`config.mk`:
```
export PLATFORM = sky130hd
export DESIGN_NAME = sha256_message_digest_core_flat
export DESIGN_NICKNAME = d
export VERILOG_FILES = /design/src/hw/rtl/smd_pkg.sv /design/src/hw/rtl/smd_ifs.sv /design/src/hw/rtl/smd_round.sv /design/src/hw/rtl/sha256_message_digest_core.sv /design/src/flat_wrapper.sv
export SDC_FILE = /design/constraint.sdc
export NUM_CORES = 2
export LEC_CHECK = 0
export BUFFER_PORTS_ARGS = -buffer_cell sky130_fd_sc_hd__buf_2
export CAP_MARGIN = 20
export CORE_ASPECT_RATIO = 0.7
export CORE_MARGIN = 8
export CORE_UTILIZATION = 49
export DETAILED_ROUTE_END_ITERATION = 10
export HOLD_SLACK_MARGIN = 0.15
export MAX_ROUTING_LAYER = met4
export PLACE_DENSITY = 0.76
export SLEW_MARGIN = 20
export SYNTH_ARGS = -nofsm -noshare
export SYNTH_HDL_FRONTEND = slang
export SYNTH_SLANG_ARGS = --single-unit
export TNS_END_PERCENT = 5
```
`constraint.sdc`:
```
create_clock -name i_clk -period 11.3 [get_ports i_clk]
set_input_delay 2.26 -clock i_clk [delete_from_list [all_inputs] [get_ports i_clk]]
set_output_delay 2.26 -clock i_clk [all_outputs]
set_load 0.01 [all_outputs]
```
`src/hw/rtl/smd_pkg.sv`:
```
// Shared types, constants and tables for the SHA-256 message digest core.
// No dependencies; compiled first.

package smd_pkg;

    typedef logic [31:0] t_word;

    // Eight 32-bit words; index 0 is word a (or h0 for the chaining words).
    typedef logic [7:0][31:0] t_work;

    // Sixteen-word rolling schedule, which also serves as the block buffer.
    typedef logic [15:0][31:0] t_window;

    typedef enum logic [2:0] {
        S_IDLE,
        S_ROUND,
        S_FOLD,
        S_PAD,
        S_LEN,
        S_OUT
    } t_state;

    localparam logic [5:0] ROUND_LAST = 6'd63;
    localparam logic [5:0] PAD_LIMIT  = 6'd56;
    localparam logic [7:0] PAD_BYTE   = 8'h80;
    localparam logic [1:0] PART_LAST  = 2'd3;

    function automatic t_work h_init();
        t_work v;
        v[0] = 32'h6a09e667;
        v[1] = 32'hbb67ae85;
        v[2] = 32'h3c6ef372;
        v[3] = 32'ha54ff53a;
        v[4] = 32'h510e527f;
        v[5] = 32'h9b05688c;
        v[6] = 32'h1f83d9ab;
        v[7] = 32'h5be0cd19;
        return v;
    endfunction

    function automatic t_word round_k(input logic [5:0] idx);
        t_word k;
        case (idx)
            6'd0:  k = 32'h428a2f98;  6'd1:  k = 32'h71374491;
            6'd2:  k = 32'hb5c0fbcf;  6'd3:  k = 32'he9b5dba5;
            6'd4:  k = 32'h3956c25b;  6'd5:  k = 32'h59f111f1;
            6'd6:  k = 32'h923f82a4;  6'd7:  k = 32'hab1c5ed5;
            6'd8:  k = 32'hd807aa98;  6'd9:  k = 32'h12835b01;
            6'd10: k = 32'h243185be;  6'd11: k = 32'h550c7dc3;
            6'd12: k = 32'h72be5d74;  6'd13: k = 32'h80deb1fe;
            6'd14: k = 32'h9bdc06a7;  6'd15: k = 32'hc19bf174;
            6'd16: k = 32'he49b69c1;  6'd17: k = 32'hefbe4786;
            6'd18: k = 32'h0fc19dc6;  6'd19: k = 32'h240ca1cc;
            6'd20: k = 32'h2de92c6f;  6'd21: k = 32'h4a7484aa;
            6'd22: k = 32'h5cb0a9dc;  6'd23: k = 32'h76f988da;
            6'd24: k = 32'h983e5152;  6'd25: k = 32'ha831c66d;
            6'd26: k = 32'hb00327c8;  6'd27: k = 32'hbf597fc7;
            6'd28: k = 32'hc6e00bf3;  6'd29: k = 32'hd5a79147;
            6'd30: k = 32'h06ca6351;  6'd31: k = 32'h14292967;
            6'd32: k = 32'h27b70a85;  6'd33: k = 32'h2e1b2138;
            6'd34: k = 32'h4d2c6dfc;  6'd35: k = 32'h53380d13;
            6'd36: k = 32'h650a7354;  6'd37: k = 32'h766a0abb;
            6'd38: k = 32'h81c2c92e;  6'd39: k = 32'h92722c85;
            6'd40: k = 32'ha2bfe8a1;  6'd41: k = 32'ha81a664b;
            6'd42: k = 32'hc24b8b70;  6'd43: k = 32'hc76c51a3;
            6'd44: k = 32'hd192e819;  6'd45: k = 32'hd6990624;
            6'd46: k = 32'hf40e3585;  6'd47: k = 32'h106aa070;
            6'd48: k = 32'h19a4c116;  6'd49: k = 32'h1e376c08;
            6'd50: k = 32'h2748774c;  6'd51: k = 32'h34b0bcb5;
            6'd52: k = 32'h391c0cb3;  6'd53: k = 32'h4ed8aa4a;
            6'd54: k = 32'h5b9cca4f;  6'd55: k = 32'h682e6ff3;
            6'd56: k = 32'h748f82ee;  6'd57: k = 32'h78a5636f;
            6'd58: k = 32'h84c87814;  6'd59: k = 32'h8cc70208;
            6'd60: k = 32'h90befffa;  6'd61: k = 32'ha4506ceb;
            6'd62: k = 32'hbef9a3f7;  6'd63: k = 32'hc67178f2;
            default: k = 32'h0;
        endcase
        return k;
    endfunction

endpackage

```
`src/hw/rtl/smd_ifs.sv`:
```
// Valid/ready channel interfaces for the SHA-256 message digest core.
// Depends on nothing; payload fields follow the core's byte and digest words.

interface smd_byte_if;
    logic       valid;
    logic       ready;
    logic [7:0] data_byte;
    logic       byte_present;
    logic       end_of_message;

    modport source (output valid, data_byte, byte_present, end_of_message, input ready);
    modport sink   (input valid, data_byte, byte_present, end_of_message, output ready);
endinterface

interface smd_digest_if;
    logic        valid;
    logic        ready;
    logic [63:0] digest_part;
    logic [1:0]  part_index;
    logic        last_part;

    modport source (output valid, digest_part, part_index, last_part, input ready);
    modport sink   (input valid, digest_part, part_index, last_part, output ready);
endinterface

```
`src/hw/rtl/smd_round.sv`:
```
// One SHA-256 round plus the next message schedule word.
// Depends on smd_pkg for the word types.

module smd_round (
    input  smd_pkg::t_work i_work,
    input  smd_pkg::t_word i_k,
    input  smd_pkg::t_word i_w,
    input  smd_pkg::t_word i_win1,
    input  smd_pkg::t_word i_win9,
    input  smd_pkg::t_word i_win14,
    output smd_pkg::t_work o_work,
    output smd_pkg::t_word o_w_next
);

    function automatic smd_pkg::t_word rotr(input smd_pkg::t_word v, input int s);
        return (v >> s) | (v << (32 - s));
    endfunction

    smd_pkg::t_word big_s0, big_s1, ch, maj, t1, t2, sig0, sig1;

    always_comb begin
        big_s1 = rotr(i_work[4], 6) ^ rotr(i_work[4], 11) ^ rotr(i_work[4], 25);
        big_s0 = rotr(i_work[0], 2) ^ rotr(i_work[0], 13) ^ rotr(i_work[0], 22);
        ch     = (i_work[4] & i_work[5]) ^ (~i_work[4] & i_work[6]);
        maj    = (i_work[0] & i_work[1]) ^ (i_work[0] & i_work[2]) ^ (i_work[1] & i_work[2]);
        t1     = i_work[7] + big_s1 + ch + i_k + i_w;
        t2     = big_s0 + maj;

        o_work[7] = i_work[6];
        o_work[6] = i_work[5];
        o_work[5] = i_work[4];
        o_work[4] = i_work[3] + t1;
        o_work[3] = i_work[2];
        o_work[2] = i_work[1];
        o_work[1] = i_work[0];
        o_work[0] = t1 + t2;

        // The window holds W[t] .. W[t+15]; this builds W[t+16].
        sig0     = rotr(i_win1, 7) ^ rotr(i_win1, 18) ^ (i_win1 >> 3);
        sig1     = rotr(i_win14, 17) ^ rotr(i_win14, 19) ^ (i_win14 >> 10);
        o_w_next = sig1 + i_win9 + sig0 + i_w;
    end

endmodule

```
`src/hw/rtl/sha256_message_digest_core.sv`:
```
// SHA-256 message digest core: top level with sequencer, buffer and chaining state.
// Depends on smd_pkg, smd_ifs (smd_byte_if, smd_digest_if) and smd_round.

// Usage:
// The message arrives on i_msg, one word per handshake: a byte with a present
// flag, and an end_of_message flag on the final word. A word may carry no byte,
// so an empty message is hashed by a single word with only end_of_message set.
// The digest leaves on o_dig as four 64-bit words, h0 in the upper half of part
// 0, with last_part set on part 3.
// Flow: a word that neither completes a 64-byte block nor ends the message
// leaves i_msg.ready high. A word that completes a block holds i_msg.ready
// low while the single round unit runs 64 rounds and the chaining words are
// folded in. The final word costs a padding step plus one compression, or two
// compressions when the padding spills into an extra block, after which the
// four digest words are offered back to back. A final word whose byte completes
// a block first spends a compression on that block before its padding step.
// While digest words wait on o_dig.ready the core holds them stable and keeps
// i_msg.ready low; after part 3 is taken it restarts with fresh chaining words
// and a zero byte count. Reset (synchronous, active low) returns the core to
// idle with the initial chaining words and an empty message.

module sha256_message_digest_core (
    input  logic                i_clk,
    input  logic                i_rst_n,
    smd_byte_if.sink            i_msg,
    smd_digest_if.source        o_dig
);

    smd_pkg::t_state  r_state, n_state;
    smd_pkg::t_work   r_chain, n_chain;
    smd_pkg::t_work   r_work, n_work;
    smd_pkg::t_window r_win, n_win;
    logic [60:0]      r_count, n_count;
    logic [5:0]       r_round, n_round;
    logic [1:0]       r_part, n_part;
    logic             r_final, n_final;
    logic             r_padded, n_padded;
    logic             r_len_done, n_len_done;

    smd_pkg::t_work   rnd_work;
    smd_pkg::t_word   rnd_w_next;
    logic [60:0]      cnt_inc;
    logic [63:0]      bit_len;
    logic [4:0]       lane_shift;
    logic [5:0]       pos;
    logic [5:0]       byte_idx;
    logic             in_acc;
    logic             out_acc;

    smd_round u_round (
        .i_work   (r_work),
        .i_k      (smd_pkg::round_k(r_round)),
        .i_w      (r_win[0]),
        .i_win1   (r_win[1]),
        .i_win9   (r_win[9]),
        .i_win14  (r_win[14]),
        .o_work   (rnd_work),
        .o_w_next (rnd_w_next)
    );

    assign i_msg.ready       = (r_state == smd_pkg::S_IDLE);
    assign o_dig.valid       = (r_state == smd_pkg::S_OUT);
    assign o_dig.digest_part = {r_chain[{r_part, 1'b0}], r_chain[{r_part, 1'b1}]};
    assign o_dig.part_index  = r_part;
    assign o_dig.last_part   = (r_part == smd_pkg::PART_LAST);

    assign in_acc     = i_msg.valid && i_msg.ready;
    assign out_acc    = o_dig.valid && o_dig.ready;
    assign cnt_inc    = r_count + 61'd1;
    assign bit_len    = {r_count, 3'b000};
    assign pos        = r_count[5:0];
    assign lane_shift = {~r_count[1:0], 3'b000};

    always_comb begin
        n_state    = r_state;
        n_chain    = r_chain;
        n_work     = r_work;
        n_win      = r_win;
        n_count    = r_count;
        n_round    = r_round;
        n_part     = r_part;
        n_final    = r_final;
        n_padded   = r_padded;
        n_len_done = r_len_done;
        byte_idx   = '0;

        case (r_state)
            smd_pkg::S_IDLE: begin
                if (in_acc) begin
                    if (i_msg.byte_present) begin
                        // Bytes pack big-endian into the schedule words.
                        n_win[r_count[5:2]] = (r_win[r_count[5:2]] & ~(32'hff << lane_shift))
                                            | ({24'h0, i_msg.data_byte} << lane_shift);
                        n_count = cnt_inc;
                        if (cnt_inc[5:0] == 6'd0) begin
                            n_state = smd_pkg::S_ROUND;
                            n_work  = r_chain;
                            n_round = '0;
                            n_final = i_msg.end_of_message;
                        end else if (i_msg.end_of_message) begin
                            n_state = smd_pkg::S_PAD;
                        end
                    end else if (i_msg.end_of_message) begin
                        n_state = smd_pkg::S_PAD;
                    end
                end
            end
            smd_pkg::S_ROUND: begin
                n_work  = rnd_work;
                n_win   = {rnd_w_next, r_win[15:1]};
                n_round = r_round + 6'd1;
                if (r_round == smd_pkg::ROUND_LAST) begin
                    n_state = smd_pkg::S_FOLD;
                end
            end
            smd_pkg::S_FOLD: begin
                for (int i = 0; i < 8; i++) begin
                    n_chain[i] = r_chain[i] + r_work[i];
                end
                if (r_len_done) begin
                    n_state = smd_pkg::S_OUT;
                end else if (r_padded) begin
                    n_state = smd_pkg::S_LEN;
                end else if (r_final) begin
                    n_state = smd_pkg::S_PAD;
                end else begin
                    n_state = smd_pkg::S_IDLE;
                end
            end
            smd_pkg::S_PAD: begin
                // Marker byte at the current position, zeros after it.
                for (int i = 0; i < 16; i++) begin
                    for (int b = 0; b < 4; b++) begin
                        byte_idx = 6'(4 * i + b);
                        if (byte_idx == pos) begin
                            n_win[i][8 * (3 - b) +: 8] = smd_pkg::PAD_BYTE;
                        end else if (byte_idx > pos) begin
                            n_win[i][8 * (3 - b) +: 8] = 8'h00;
                        end
                    end
                end
                // The length fits in this block only if the marker lands before it.
                if (pos < smd_pkg::PAD_LIMIT) begin
                    n_win[14]  = bit_len[63:32];
                    n_win[15]  = bit_len[31:0];
                    n_len_done = 1'b1;
                end
                n_padded = 1'b1;
                n_state  = smd_pkg::S_ROUND;
                n_work   = r_chain;
                n_round  = '0;
            end
            smd_pkg::S_LEN: begin
                for (int i = 0; i < 14; i++) begin
                    n_win[i] = '0;
                end
                n_win[14]  = bit_len[63:32];
                n_win[15]  = bit_len[31:0];
                n_len_done = 1'b1;
                n_state    = smd_pkg::S_ROUND;
                n_work     = r_chain;
                n_round    = '0;
            end
            smd_pkg::S_OUT: begin
                if (out_acc) begin
                    if (r_part == smd_pkg::PART_LAST) begin
                        n_state    = smd_pkg::S_IDLE;
                        n_chain    = smd_pkg::h_init();
                        n_count    = '0;
                        n_part     = '0;
                        n_final    = 1'b0;
                        n_padded   = 1'b0;
                        n_len_done = 1'b0;
                    end else begin
                        n_part = r_part + 2'd1;
                    end
                end
            end
            default: begin
                n_state = smd_pkg::S_IDLE;
            end
        endcase
    end

    always_ff @(posedge i_clk) begin
        if (!i_rst_n) begin
            r_state    <= smd_pkg::S_IDLE;
            r_chain    <= smd_pkg::h_init();
            r_count    <= '0;
            r_round    <= '0;
            r_part     <= '0;
            r_final    <= 1'b0;
            r_padded   <= 1'b0;
            r_len_done <= 1'b0;
        end else begin
            r_state    <= n_state;
            r_chain    <= n_chain;
            r_count    <= n_count;
            r_round    <= n_round;
            r_part     <= n_part;
            r_final    <= n_final;
            r_padded   <= n_padded;
            r_len_done <= n_len_done;
        end
    end

    always_ff @(posedge i_clk) begin
        r_work <= n_work;
        r_win  <= n_win;
    end

endmodule

```
`src/flat_wrapper.sv`:
```
// flat-port wrapper written by rule: the top's interface ports become plain ports
module sha256_message_digest_core_flat 
  (i_clk, i_rst_n, i_msg_valid, i_msg_data_byte, i_msg_byte_present, i_msg_end_of_message, i_msg_ready, o_dig_valid, o_dig_digest_part, o_dig_part_index, o_dig_last_part, o_dig_ready);
  smd_byte_if i_msg_i ();
  smd_digest_if o_dig_i ();
  input  logic i_clk;
  input  logic i_rst_n;
  input wire logic [$bits(i_msg_i.valid)-1:0] i_msg_valid;
  input wire logic [$bits(i_msg_i.data_byte)-1:0] i_msg_data_byte;
  input wire logic [$bits(i_msg_i.byte_present)-1:0] i_msg_byte_present;
  input wire logic [$bits(i_msg_i.end_of_message)-1:0] i_msg_end_of_message;
  output wire logic [$bits(i_msg_i.ready)-1:0] i_msg_ready;
  output wire logic [$bits(o_dig_i.valid)-1:0] o_dig_valid;
  output wire logic [$bits(o_dig_i.digest_part)-1:0] o_dig_digest_part;
  output wire logic [$bits(o_dig_i.part_index)-1:0] o_dig_part_index;
  output wire logic [$bits(o_dig_i.last_part)-1:0] o_dig_last_part;
  input wire logic [$bits(o_dig_i.ready)-1:0] o_dig_ready;
  assign i_msg_i.valid = i_msg_valid;
  assign i_msg_i.data_byte = i_msg_data_byte;
  assign i_msg_i.byte_present = i_msg_byte_present;
  assign i_msg_i.end_of_message = i_msg_end_of_message;
  assign i_msg_ready = i_msg_i.ready;
  assign o_dig_valid = o_dig_i.valid;
  assign o_dig_digest_part = o_dig_i.digest_part;
  assign o_dig_part_index = o_dig_i.part_index;
  assign o_dig_last_part = o_dig_i.last_part;
  assign o_dig_i.ready = o_dig_ready;
  sha256_message_digest_core u_core (.i_clk(i_clk), .i_rst_n(i_rst_n), .i_msg(i_msg_i), .o_dig(o_dig_i));
endmodule
```
---- After elaboration in Yosys (flattened, before gate mapping) ----
Memories as Yosys holds them, arrays and structs flattened. A register that Yosys moved wholly into a read port is not among the register bits.
Index checks and enable logic that the tools add are counted.
cells by class
  add/subtract/negate cells ............... 21
  multipliers ............................. 0
  div/mod/pow operators ................... 0
  order comparisons ....................... 69
  equality and inequality tests ........... 141
  shift operators ......................... 2
  multiplexer cells ....................... 180
  bitwise logic cells ..................... 31
  reductions and logical operators ........ 85
operators with widths
  kind                                                          count
  case mux 512 bit (4 select lines)                             1
  2-to-1 mux 256 bit                                            5
  2-to-1 mux 512 bit                                            2
  2-to-1 mux 8 bit                                              128
  case mux 256 bit (3 select lines)                             1
  adder 32 bit                                                  18
  bitwise mux 512 bit                                           1
  case mux 256 bit (2 select lines)                             1
  bitwise XOR 32 bit                                            9
  AND reduction 4 bit                                           67
  2-to-1 mux 61 bit                                             4
  bitwise AND 32 bit                                            6
  == test 6 bit, first input constant                           32
  greater-than comparator 6 bit, first input constant           32
  != test 3 x 1 -> 1 bit, second input constant                 56
  binary-select mux 32 bit (select 2 bit)                       2
  binary-select mux 32 bit (select 4 bit)                       1
  demux 32 bit (select 4 bit)                                   1
  2-to-1 mux 32 bit                                             4
  case mux 61 bit (2 select lines)                              1
  == test 5 x 6 -> 1 bit, first input constant                  16
  greater-than comparator 5 x 6 -> 1 bit, first input constant  16
  2-to-1 mux 64 bit                                             1
  NOT 32 bit                                                    2
  other kinds (58)                                              122
storage, ports and cells
  bits in registers ....................... 1099
  latch bits .............................. 0
  memory bits (writable) .................. 0
  ROM bits ................................ 2048
  memories ................................ 1
memory list
  memory            depth  bits a word  rd ports  clocked after memory_dff  wr ports  RTL line       text
  (name not given)  64     32           1         1                         0         smd_pkg.sv:43  case (idx)

---- Logic depth before layout (Yosys ltp) ----
  word-level depth ........................ 9
  gate-level depth with buffers ........... 35

---- Modules after synthesis ----
Synthesis repeated with hierarchy kept, for this count alone.
unflattened totals
  cell total of the unflattened synthesis .. 8644
  area total of the unflattened synthesis .. 80561.0 um^2
modules (own cells, without submodules)
  module                      times used  cells an instance  area each (um^2)  seq. area each (um^2)
  sha256_message_digest_core  1           6806               65425.2           30329.1
  smd_round                   1           1838               15135.8           0.0

---- Worst setup path before layout ----
OpenSTA, ideal clock, no wires.
  path type ............................... input-to-reg
  from .................................... input port i_msg_byte_present
  to ...................................... register, netlist name u_core.u_round.i_k[16]
  setup time .............................. 0.058 ns
  data arrival time ....................... 8.689 ns
  data required time ...................... 11.242 ns
  setup slack ............................. 2.553 ns
  stages .................................. 9
  buffers on the path ..................... 0
  cells stage by stage .................... and3_1 > a31oi_1 > o21a_1 > a21oi_4 > xor2_1 > o21ai_0 > a21oi_1 > a211o_1 > nand2_1
on the way
  longest elaborated chain between the ends .. 4
RTL lines
  item                                     RTL line            text
  start, declared                          flat_wrapper.sv:10  input wire logic [$bits(i_msg_i.byte_present)-1:0] i_msg_byte_present;
  != test 2 bit (no line)                  n/a
  AND reduction 4 bit (no line)            n/a
  2-to-1 mux 6 bit (no line) (2 in a row)  n/a
No other way between the ends.
A chain may end at the register's enable or synchronous reset.

==> results by group <==
Run status
  – Outcome: finished, final reports clean

Logic synthesis
  – Seq cells post-synth: 1131
  – Number of synthesized flops with an enable pin: 768
  – Synth Area per Inst: 9.43 um2
  – Cells after Synth: 8310
  – Async SR Flop Fraction: 0%
  – Multiplexer share of the synthesized area: around 7.0%
  – Largest family of logic cells by synthesized area: compound AO/OA/AOI/OAI gates
  – Most area-hungry cell type in the Yosys netlist: edfxtp_1
  – Leading post-synthesis cells by cell area: edfxtp_1, dfxtp_1, nand2_1, mux4_2, ha_1
  – XOR/XNOR Fraction of Synth Area: 6.83%
  – Post-synthesis simple-gate area fraction: 13.7%
  – Synth Cell Area: approximately 0.08 mm2
  – Seq/Total Area, Yosys: 38.7%
  – Net Count, Synth: 8913
  – Yosys top cell area share: roughly 29%
  – Adder-cell area share of the yosys netlist: a little under an eighth
  – Synth Flop Type: edfxtp_1
  – Synth unique cells: roughly 100
  – Yosys warning count: 0
  – Count leader, synth: nand2_1
  – List of most frequent post-synthesis cells: nand2_1, o21ai_0, edfxtp_1
  – Compound-gate portion of the synthesized area: a little under a fifth

Drt
  – Final wirelength: roughly 300000 um
  – Antenna Nets Post-Route: 0
  – Wirelength per Cell: 29.5 um
  – Drc violations: 0
  – Via density: ~6.7
  – DRT iter0 DRCs: 11400
  – DR pass1 iterations: 7
  – Routed via count: 69200

Hold path
  – Hold Path Origin: u_core.r_count[42]
  – Hold Path Class: reg2reg

Place
  – Half-perimeter wire length after placement: 226000 um
  – Routability congestion estimate: 1.05
  – IO Port Bufs: 82

Setup path
  – Most used cell along the critical path: fa_1
  – Crit-path slowest cell: edfxtp_1
  – CP Data Arrival Time: 9.30 ns
  – CP Data Required Time: between 10 and 15 ns
  – CP Max Fanout: 6
  – Family with the most delay on the worst path: adder cells
  – R2R Path Start: u_core.r_work[135]
  – Buffers & Inverters on Critical Path: 3
  – Critical path class: reg2reg
  – CP startpoint kind: flip-flop
  – Crit path capture type: flip-flop
  – Crit path largest cell delay: 0.57 ns
  – Crit. Startpoint: u_core.r_work[135]

Clock network
  – TritonCTS Buffers: between 100 and 150
  – Post-CTS sizing: 0
  – Postcts setup bufs: 0
  – CTS tree: yes
  – Worst-path clk slew: 0.07 ns
  – Clk root buf: clkbuf_16
  – Max Root-Sink Buffers: 3
  – Hold_buf cts: 0
  – H-tree levels: 3
  – Clock latency on the worst-skew pair: 0.80 ns
  – Clock Sinks: 1131

Run
  – Number of max-cap violations: 0

Finish
  – Filler Cell Count: roughly 14000
  – Area Growth Syn to Fin: 7.98%
  – Net count, final: 8733
  – Reg area: ~0.03 mm2
  – Multi-input gate area in the final layout: 0.0451 mm2
  – Layout cells sized above 1: 9.17%

Global routing
  – Gr ovfl total: 0
  – Vias in the first global route: 64000
  – Antenna violations before repair: 21
  – First-pass GRT wire length: 441000 um
  – Largest net degree at the start of global routing: 210
  – GR Util All Layers: a little over a third

Die
  – Die ar.: 0.173 mm2
  – Die X: 494 um
  – Chip height: 351 um
  – IO Pins: 83
  – Core box area: 0.158 mm2
  – Std cell rows: 122
  – Starting Density: between 40% and 50%

Timing
  – Fin. max-slew vios: 0
  – RSZ-0062 raised after global routing: false
  – Worst-Margin Slew: 1.30 ns
  – Top achievable clock speed: between 100 and 150 MHz
  – Fin crit share: 77.7%
  – Final Hold Vio Count: 0
  – Fin crit period: 8.78 ns
  – Setup TNS: 0 ns
  – Final setup violation count: 0
  – Worst slew margin: 12.6%
  – Worst-case clock skew: 0.0546 ns
[cells by family after synthesis]
| logic type | after synthesis |
|---|---|
| muxes | 267 |
| adders and majority gates | 611 |
| xor gates and xnor gates | 608 |
| AOI/OAI and AO/OA | 2345 |
| and+or+nand+nor | 2546 |
| DFF | 1131 |
| buffers and inverters | 802 |
[worst paths after layout]
check | to | slack (ns) | cells past startpoint
worst min-delay path | u_core.r_count[42] | 0.51 | 2
worst min register to register | u_core.r_count[42] | 0.51 | 2
worst max-delay path | u_core.r_work[31] | 2.52 | 31
worst max register to register | u_core.r_work[31] | 2.52 | 31
[routing by layer]
metal	GRT usage [%]	vias up	part of all wire (%)
met4	13.0	0	4.6
met5	-	-	0
met1	49.1	33600	40
met2	48.8	5233	41
li1	-	29600	-
met3	8.93	722	15
[placed cells by master, fill, tap and decap left out, drive strengths merged, types with 51 or more instances in the layout]
cell type / instances
a21oi: 509
clkbuf: 159
nor2b: 51
o21ai: 946
dfxtp: 363
nand3: 152
fa: 195
buf: 223
nor2: 466
nand2: 1492
o21a: 68
edfxtp: 768
o22ai: 56
a22oi: 125
ha: 394
nand2b: 62
a21o: 177
inv: 282
a211oi: 56
xnor2: 406
nor3: 134
mux4: 224
xor2: 200
[cell type report]
cell class | instances | area share [%]
multi-input cells | 6377 | 53.3
well taps | 2108 | 3.12
flip-flops and latches | 1131 | 35.9
diodes | 10 | 0.0296
repair buffers | 223 | 1.84
clock inverters | 60 | 0.736
inverters | 282 | 1.25
clock buffers | 159 | 3.84
[worst register-to-register path, delay by kind of cell (launching register included)]
kind	cells	cell delay (ns)
AOI/OAI and AO/OA	8	1.62
xor gates and xnor gates	4	0.97
adders and majority gates	7	2.86
buffers and inverters	3	0.21
DFF	1	0.57
muxes	1	0.27
and+or+nand+nor	8	2.06
[per-stage QoR]
stage,instances,cell area (um2),utilization [%],setup slack (ns),hold WS [ns]
floorplan,8310,78400,-,2.55,0.455
global placement,10100,80600,50.9,2.61,0.484
detailed placement,10100,80600,50.9,2.56,0.497
CTS,10300,84500,53.3,2.53,0.505
global route,10300,84600,53.4,2.13,0.533
finish,10400,84600,53.4,2.52,0.507
Power is left out: the tool's default activity adds up to more than one toggle a clock period on the data nets, which glitch-free logic cannot reach.
